### src/design/hslinv_pkg.sv
// shared types and constants for the hsl lightness inversion block
package hslinv_pkg;

  // one 8-bit colour or alpha channel
  typedef logic [7:0] chan_t;

  // width of the divider operands (largest divisor is six times 255)
  localparam int unsigned DEN_W = 11;

endpackage

### src/design/hslinv_div.sv
// two-lane pipelined restoring divider, one quotient bit per stage
module hslinv_div #(
  parameter int unsigned FRAC_BITS = 16,
  parameter int unsigned SIDE_W    = 26
) (
  input  logic                                   clk,
  input  logic                                   rst_n,
  input  logic                                   en,
  input  logic                                   in_valid,
  input  logic [1:0][hslinv_pkg::DEN_W-1:0]      in_num,
  input  logic [1:0][hslinv_pkg::DEN_W-1:0]      in_den,
  input  logic [SIDE_W-1:0]                      in_side,
  output logic                                   out_valid,
  output logic [1:0][FRAC_BITS:0]                out_quo,
  output logic [SIDE_W-1:0]                      out_side
);

  localparam int unsigned DW = hslinv_pkg::DEN_W;

  logic [FRAC_BITS:0]               v_r;
  logic [1:0][DW-1:0]               rem_r  [FRAC_BITS+1];
  logic [1:0][DW-1:0]               den_r  [FRAC_BITS+1];
  logic [1:0][FRAC_BITS:0]          quo_r  [FRAC_BITS+1];
  logic [SIDE_W-1:0]                side_r [FRAC_BITS+1];
  logic [1:0][DW-1:0]               rem_nxt [FRAC_BITS+1];
  logic [1:0][FRAC_BITS:0]          quo_nxt [FRAC_BITS+1];

  // entry stage takes the integer bit, later stages one fraction bit each
  always_comb begin
    logic [DW:0] sh;
    sh = '0;
    for (int l = 0; l < 2; l++) begin
      if (in_num[l] >= in_den[l]) begin
        rem_nxt[0][l] = in_num[l] - in_den[l];
        quo_nxt[0][l] = {{FRAC_BITS{1'b0}}, 1'b1};
      end else begin
        rem_nxt[0][l] = in_num[l];
        quo_nxt[0][l] = '0;
      end
    end
    for (int k = 1; k <= FRAC_BITS; k++) begin
      for (int l = 0; l < 2; l++) begin
        sh = {rem_r[k-1][l], 1'b0};
        if (sh >= {1'b0, den_r[k-1][l]}) begin
          rem_nxt[k][l] = DW'(sh - {1'b0, den_r[k-1][l]});
          quo_nxt[k][l] = {quo_r[k-1][l][FRAC_BITS-1:0], 1'b1};
        end else begin
          rem_nxt[k][l] = sh[DW-1:0];
          quo_nxt[k][l] = {quo_r[k-1][l][FRAC_BITS-1:0], 1'b0};
        end
      end
    end
  end

  // valid bits travel with the data
  always_ff @(posedge clk) begin
    if (!rst_n) begin
      v_r <= '0;
    end else if (en) begin
      v_r <= {v_r[FRAC_BITS-1:0], in_valid};
    end
  end

  // stage payload
  always_ff @(posedge clk) begin
    if (en) begin
      rem_r[0]  <= rem_nxt[0];
      quo_r[0]  <= quo_nxt[0];
      den_r[0]  <= in_den;
      side_r[0] <= in_side;
      for (int k = 1; k <= FRAC_BITS; k++) begin
        rem_r[k]  <= rem_nxt[k];
        quo_r[k]  <= quo_nxt[k];
        den_r[k]  <= den_r[k-1];
        side_r[k] <= side_r[k-1];
      end
    end
  end

  assign out_valid = v_r[FRAC_BITS];
  assign out_quo   = quo_r[FRAC_BITS];
  assign out_side  = side_r[FRAC_BITS];

  // remainder stays below a non-zero divisor
  a_rem_lane0: assert property (@(posedge clk) disable iff (!rst_n)
    (v_r[FRAC_BITS] && den_r[FRAC_BITS][0] != '0) |-> rem_r[FRAC_BITS][0] < den_r[FRAC_BITS][0])
    else $error("divider lane 0 remainder out of range");

  a_rem_lane1: assert property (@(posedge clk) disable iff (!rst_n)
    (v_r[FRAC_BITS] && den_r[FRAC_BITS][1] != '0) |-> rem_r[FRAC_BITS][1] < den_r[FRAC_BITS][1])
    else $error("divider lane 1 remainder out of range");

  a_hold: assert property (@(posedge clk) disable iff (!rst_n)
    !en |=> $stable(v_r))
    else $error("divider valid bits moved while held");

endmodule
### config.mk
export PLATFORM = sky130hd
export DESIGN_NAME = hslinv_div
export DESIGN_NICKNAME = d
export VERILOG_FILES = /design/src/design/hslinv_pkg.sv /design/src/design/hslinv_div.sv
export SDC_FILE = /design/constraint.sdc
export NUM_CORES = 2
export LEC_CHECK = 0
export BUFFER_PORTS_ARGS = -buffer_cell sky130_fd_sc_hd__buf_2
export CORE_AREA = 10 10 478 363
export DETAILED_ROUTE_END_ITERATION = 8
export DIE_AREA = 0 0 488 373
export PLACE_DENSITY = 0.54
export SLEW_MARGIN = 20
export SYNTH_ARGS = -nofsm -noshare
export SYNTH_HDL_FRONTEND = slang
export SYNTH_SLANG_ARGS = --single-unit
export TNS_END_PERCENT = 1
### constraint.sdc
create_clock -name clk -period 3.7 [get_ports clk]
set_input_delay 1.11 -clock clk [delete_from_list [all_inputs] [get_ports clk]]
set_output_delay 1.11 -clock clk [all_outputs]
set_load 0.03 [all_outputs]
=== After elaboration in Yosys (flattened, before gate mapping) ===
Memories as Yosys holds them, arrays and structs flattened.
Index checks and enable logic that the tools add are counted.

* Add/sub/neg operators: 34
* $lt $le $gt $ge: 34
* Mux-type cells: 70

{| class="wikitable"
|+ Operator list
! cell !! number
|-
| greater-or-equal comparator 12 x 11 -> 1 bit || 32
|-
| two-way mux 11 bit || 34
|-
| subtractor 11 bit || 34
|-
| two-way mux 1 bit || 36
|-
| greater-or-equal comparator 11 bit || 2
|}

* Register bits: 17
* Bits in writable memories: 1768
* Input bits: 74
* Output and inout port bits: 61
* Memories kept: 4

{| class="wikitable"
|+ Memories
! memory !! words !! width !! read ports !! clocked after memory_dff !! write ports !! RTL line !! RTL
|-
| quo_r || 17 || 34 || 17 || 0 || 17 || hslinv_div.sv:23 || <nowiki>logic [1:0][FRAC_BITS:0] quo_r [FRAC_BITS+1];</nowiki>
|-
| side_r || 17 || 26 || 17 || 0 || 17 || hslinv_div.sv:24 || <nowiki>logic [SIDE_W-1:0] side_r [FRAC_BITS+1];</nowiki>
|-
| den_r || 17 || 22 || 16 || 0 || 17 || hslinv_div.sv:22 || <nowiki>logic [1:0][DW-1:0] den_r [FRAC_BITS+1];</nowiki>
|-
| rem_r || 17 || 22 || 16 || 0 || 17 || hslinv_div.sv:21 || <nowiki>logic [1:0][DW-1:0] rem_r [FRAC_BITS+1];</nowiki>
|}

=== Logic depth before layout (Yosys ltp) ===
An unclocked memory read counts as a cell.

* Depth after elaboration: 3
* Mapped depth: 11
* Gate-level depth less buffers: 10

=== Least setup slack after synthesis ===
Ideal clock, no wire load.

* Path kind: input to register
* Start: input in_num[11] (netlist name)
* End: memory rem_r[0][21] (netlist name), data pin
* Library setup time: 0.264 ns
* Arrival time: 2.792 ns
* Required time: 3.436 ns
* Slack: 0.644 ns
* Stages on the path: 9
* Cells stage by stage: inv_1 -> ha_1 -> inv_1 -> fa_1 -> a211oi_1 -> nor2_1 -> o21ai_0 -> nor3_1 -> o41a_1

{| class="wikitable"
|+ RTL lines
! item !! RTL line !! RTL
|-
| start, declared || hslinv_div.sv:10 || <nowiki>input logic [1:0][hslinv_pkg::DEN_W-1:0] in_num,</nowiki>
|-
| end, declared || hslinv_div.sv:21 ||
|}

==> metrics.md <==
| Metric | Value |
|---|---|
| Power density over the cells | 759 nW/um^2 |
| Floorplan Core Area | 164000 um^2 |
| Die extent in y | 373 um |
| Share of async-settable or async-resettable flops after synthesis | 0% |
| Final estimated routing congestion in global placement | 0.833 |
| Sinks on the clock net | 1469 |
| Post-Layout Inst Area | 73800 um^2 |
| Setup repair after global routing missed its margin | false |
| CP Capture Type | register |
| Relative area change from synthesis to final layout | 13.1% |
| Placed instance area | 68700 um^2 |
| VDD IR max | 0.000483 V |
| Reg-to-reg setup timing slack | 0.87 ns |
| Share of the synthesized area in the top cell type | 66.8% |
| Part of the total power dissipated in sequential elements | 42.2% |
| Number of standard cells after synthesis | 4535 |
| Maximum clock skew at final layout | 0.0230 ns |
| Total gr overflow | 0 |
| DR iter-0 viols | 1972 |
| Post-CTS Hold Fix Bufs | 0 |
| Fraction of layout cells with a size suffix above 1 | 12.0% |
| Category of the most critical setup path | reg -> reg |
| Final-stage net count | 5287 |
| Final Setup Violations | 0 |
| Net count after synthesis | 5013 |
| Library cell occupying the most area in the post-synthesis netlist | sky130_fd_sc_hd__edfxtp_1 |
| Status | complete, no violations |
| Clock power share | 27.6% |
| Pins Over Slew Limit | 0 |
| Total Wirelength | 108 mm |
| Vias per inst | 4.88 |
| Required arrival time at the worst endpoint | 4.20 ns |
| Post-Synthesis Cell Area | 65300 um^2 |
| Root Driver | sky130_fd_sc_hd__clkbuf_16 |
| Number of instances resized during post-cts repair | 0 |
| Antenna viol nets, final | 0 |
| Count of flip-flops with a built-in enable after synthesis | 1452 |
| Number of hold-slack violations in the final timing report | 0 |
| Setup tns final | 0 ns |
| Post-synthesis area per instance | 14.4 um^2 |
| Post-route DRC violation count | 0 |
| Number of inserted diodes | 0 |
| Pin count of the biggest net entering global routing | 137 |
| Router iterations before antenna repair | 5 |
| CTS tree | yes |
| Worst Setup Start Kind | register |
| Internal Dissipation | 39100 uW |
| Avg WL per Cell | 15.1 um |
| Slack of the critical path | 0.872 ns |
| Switching power as a share of total power | 30.3% |
| Min-delay worst type | reg -> reg |
| Portion of the clock cycle consumed by the worst path in the final layout | 76.4% |
| First-pass GRT wire length | 178 mm |
| Fraction of the yosys area taken by sequential cells | 67.3% |
| Tightest slew margin relative to the limit | 43.2% |
| Leading cell types in the layout, fill and taps excluded | sky130_fd_sc_hd__edfxtp_1 (1452), sky130_fd_sc_hd__inv_1 (403), sky130_fd_sc_hd__ha_1 (372), sky130_fd_sc_hd__a21oi_1 (349), sky130_fd_sc_hd__nor2_1 (321) |
| Post-placement setup slack | 0.275 ns |
| Number of buffers created by CTS | 156 |
| Count of buffers added by post-CTS timing repair for setup | 0 |
| Net load switching power | 17000 uW |
| Antenna violations before repair | 0 |
| Effective utilization at floorplan | 39.8% |
| Die Area | 182000 um^2 |
| Time the worst path needs with I/O delays and setup | 2.83 ns |
| Number of port buffers | 134 |
| Critical path arrival | 3.33 ns |
| Number of buffers on the longest clock path | 3 |
| Insertion delay to the later sink of the worst-skew pair | 0.77 ns |
| Most common cell after layout, fill and taps aside | sky130_fd_sc_hd__edfxtp_1 |
| Clock transition at the registers of the reported paths | 0.06 ns |
| Portion of total power attributed to combinational logic | 30.2% |
| Max Clock Freq | 354 MHz |
| Sum of net half-perimeters after detailed placement | 73.0 mm |
| Distinct cells, synth | 75 |
| Htree depth | 4 |
| Vias in the first global route | 35200 |
| I/O Pins | 135 |
| Measured slew at the worst slew-check pin | 0.846 ns |
| Smallest hold slack | 0.398 ns |
| Warning count from the yosys run | 0 |
| Total track usage | 11.7% |
| Chip Width | 488 um |
| FF+latch count, synth | 1469 |
| Most common flop cell mapped by yosys | sky130_fd_sc_hd__edfxtp_1 |
| Worst Path Max Fanout | 12 |
| Main area contributors after synthesis | sky130_fd_sc_hd__edfxtp_1 (67%), sky130_fd_sc_hd__ha_1 (7.1%), sky130_fd_sc_hd__a21oi_1 (2.7%), sky130_fd_sc_hd__inv_1 (2.3%), sky130_fd_sc_hd__nor2_1 (1.8%) |
| Row count | 129 |
| Maxcap violations | 0 |
| Vias | 34600 |
| Static leakage | 0.0285 uW |
-- logic make-up after synthesis --
| logic type | synth area share, % |
|---|---|
| flops | 67.3 |
| compound gates | 9.18 |
| simple gates | 6.20 |
| buf+inv | 3.04 |
| fa+ha+maj | 8.11 |
| xor+xnor | 3.03 |
| mux | 3.13 |
-- metal layers --
layer	up-vias	routed length (um)	GRT usage [%]
li1	17500	-	-
met1	16500	50000	15.3
met2	476	50300	19.0
met3	220	4380	2.82
met4	0	2890	3.84
met5	-	0	0
-- synth_stat cells (15+ instances only) --
cell                       count
sky130_fd_sc_hd__edfxtp_1   1452
sky130_fd_sc_hd__inv_1       403
sky130_fd_sc_hd__ha_1        372
sky130_fd_sc_hd__a21oi_1     349
sky130_fd_sc_hd__nor2_1      321
sky130_fd_sc_hd__o21ai_0     200
sky130_fd_sc_hd__nand2_1     146
sky130_fd_sc_hd__xnor2_1     118
sky130_fd_sc_hd__xor2_1      108
sky130_fd_sc_hd__mux2_2       93
sky130_fd_sc_hd__a21o_1       81
sky130_fd_sc_hd__nor2b_1      71
sky130_fd_sc_hd__nand2b_1     60
sky130_fd_sc_hd__nand3_1      57
sky130_fd_sc_hd__a31oi_1      53
sky130_fd_sc_hd__o21a_1       45
sky130_fd_sc_hd__a211oi_1     41
sky130_fd_sc_hd__buf_4        40
sky130_fd_sc_hd__mux2_4       36
sky130_fd_sc_hd__fa_1         32
sky130_fd_sc_hd__mux2i_1      32
sky130_fd_sc_hd__nand4_1      30
sky130_fd_sc_hd__and2_1       23
sky130_fd_sc_hd__o21bai_1     22
sky130_fd_sc_hd__nor3_1       18
sky130_fd_sc_hd__dfxtp_1      17
sky130_fd_sc_hd__a31o_2       16
sky130_fd_sc_hd__o31ai_1      16
sky130_fd_sc_hd__buf_2        15
sky130_fd_sc_hd__o21ai_1      15
-- path summary, 6_finish.rpt --
check / from / cells after the start / to
setup / recovery: den_r[0][232] / 9 / rem_r[0][254]
hold / removal: side_r[0][295] / 0 / side_r[0][321]
setup reg to reg: den_r[0][232] / 9 / rem_r[0][254]
hold reg to reg: side_r[0][295] / 0 / side_r[0][321]
-- power groups by stage --
stage               logic [uW]  registers, uW  clock network (uW)
floorplan                13500          23500                   0
global placement         16600          24000                   0
detailed placement       16800          24000                   0
CTS                      17000          23700               16100
global route             19100          24000               16800
finish                   16900          23700               15500
-- worst max-delay path, stage by stage, from the launching register on --
cell and delay (ns):
sky130_fd_sc_hd__edfxtp_1 0.42, sky130_fd_sc_hd__inv_1 0.10, sky130_fd_sc_hd__ha_1 0.30, sky130_fd_sc_hd__ha_1 0.14
sky130_fd_sc_hd__o21ai_0 0.09, sky130_fd_sc_hd__a211oi_1 0.30, sky130_fd_sc_hd__nor2_1 0.09, sky130_fd_sc_hd__o21ai_1 0.16
sky130_fd_sc_hd__a211o_1 0.55, sky130_fd_sc_hd__mux2_2 0.40
-- cell type report --
| class | instances | area, um^2 |
|---|---|---|
| clock buffers | 202 | 4140 |
| fillers | 14400 | 90300 |
| repair buffers | 183 | 1220 |
| flip-flops and latches | 1469 | 43900 |
| inverters | 403 | 1510 |
| clock inverters | 88 | 955 |
| multi-input cells | 2596 | 19400 |
| well taps | 2161 | 2700 |
-- metrics by stage --
stage	utilization [%]	power [uW]	cells
5_1_grt	45.0	59800	7102
2_1_floorplan	-	36900	4535
4_1_cts	45.0	56800	7102
3_5_place_dp	41.9	40900	6812
6_report	45.0	56000	7102
3_3_place_gp	41.9	40600	6812
-- registers in the layout, summed over array words and instances (netlist names) --
name and cells:
v_r 17, quo_r 306, den_r 352, side_r 442, rem_r 352
(Power assumes the default switching activity.)
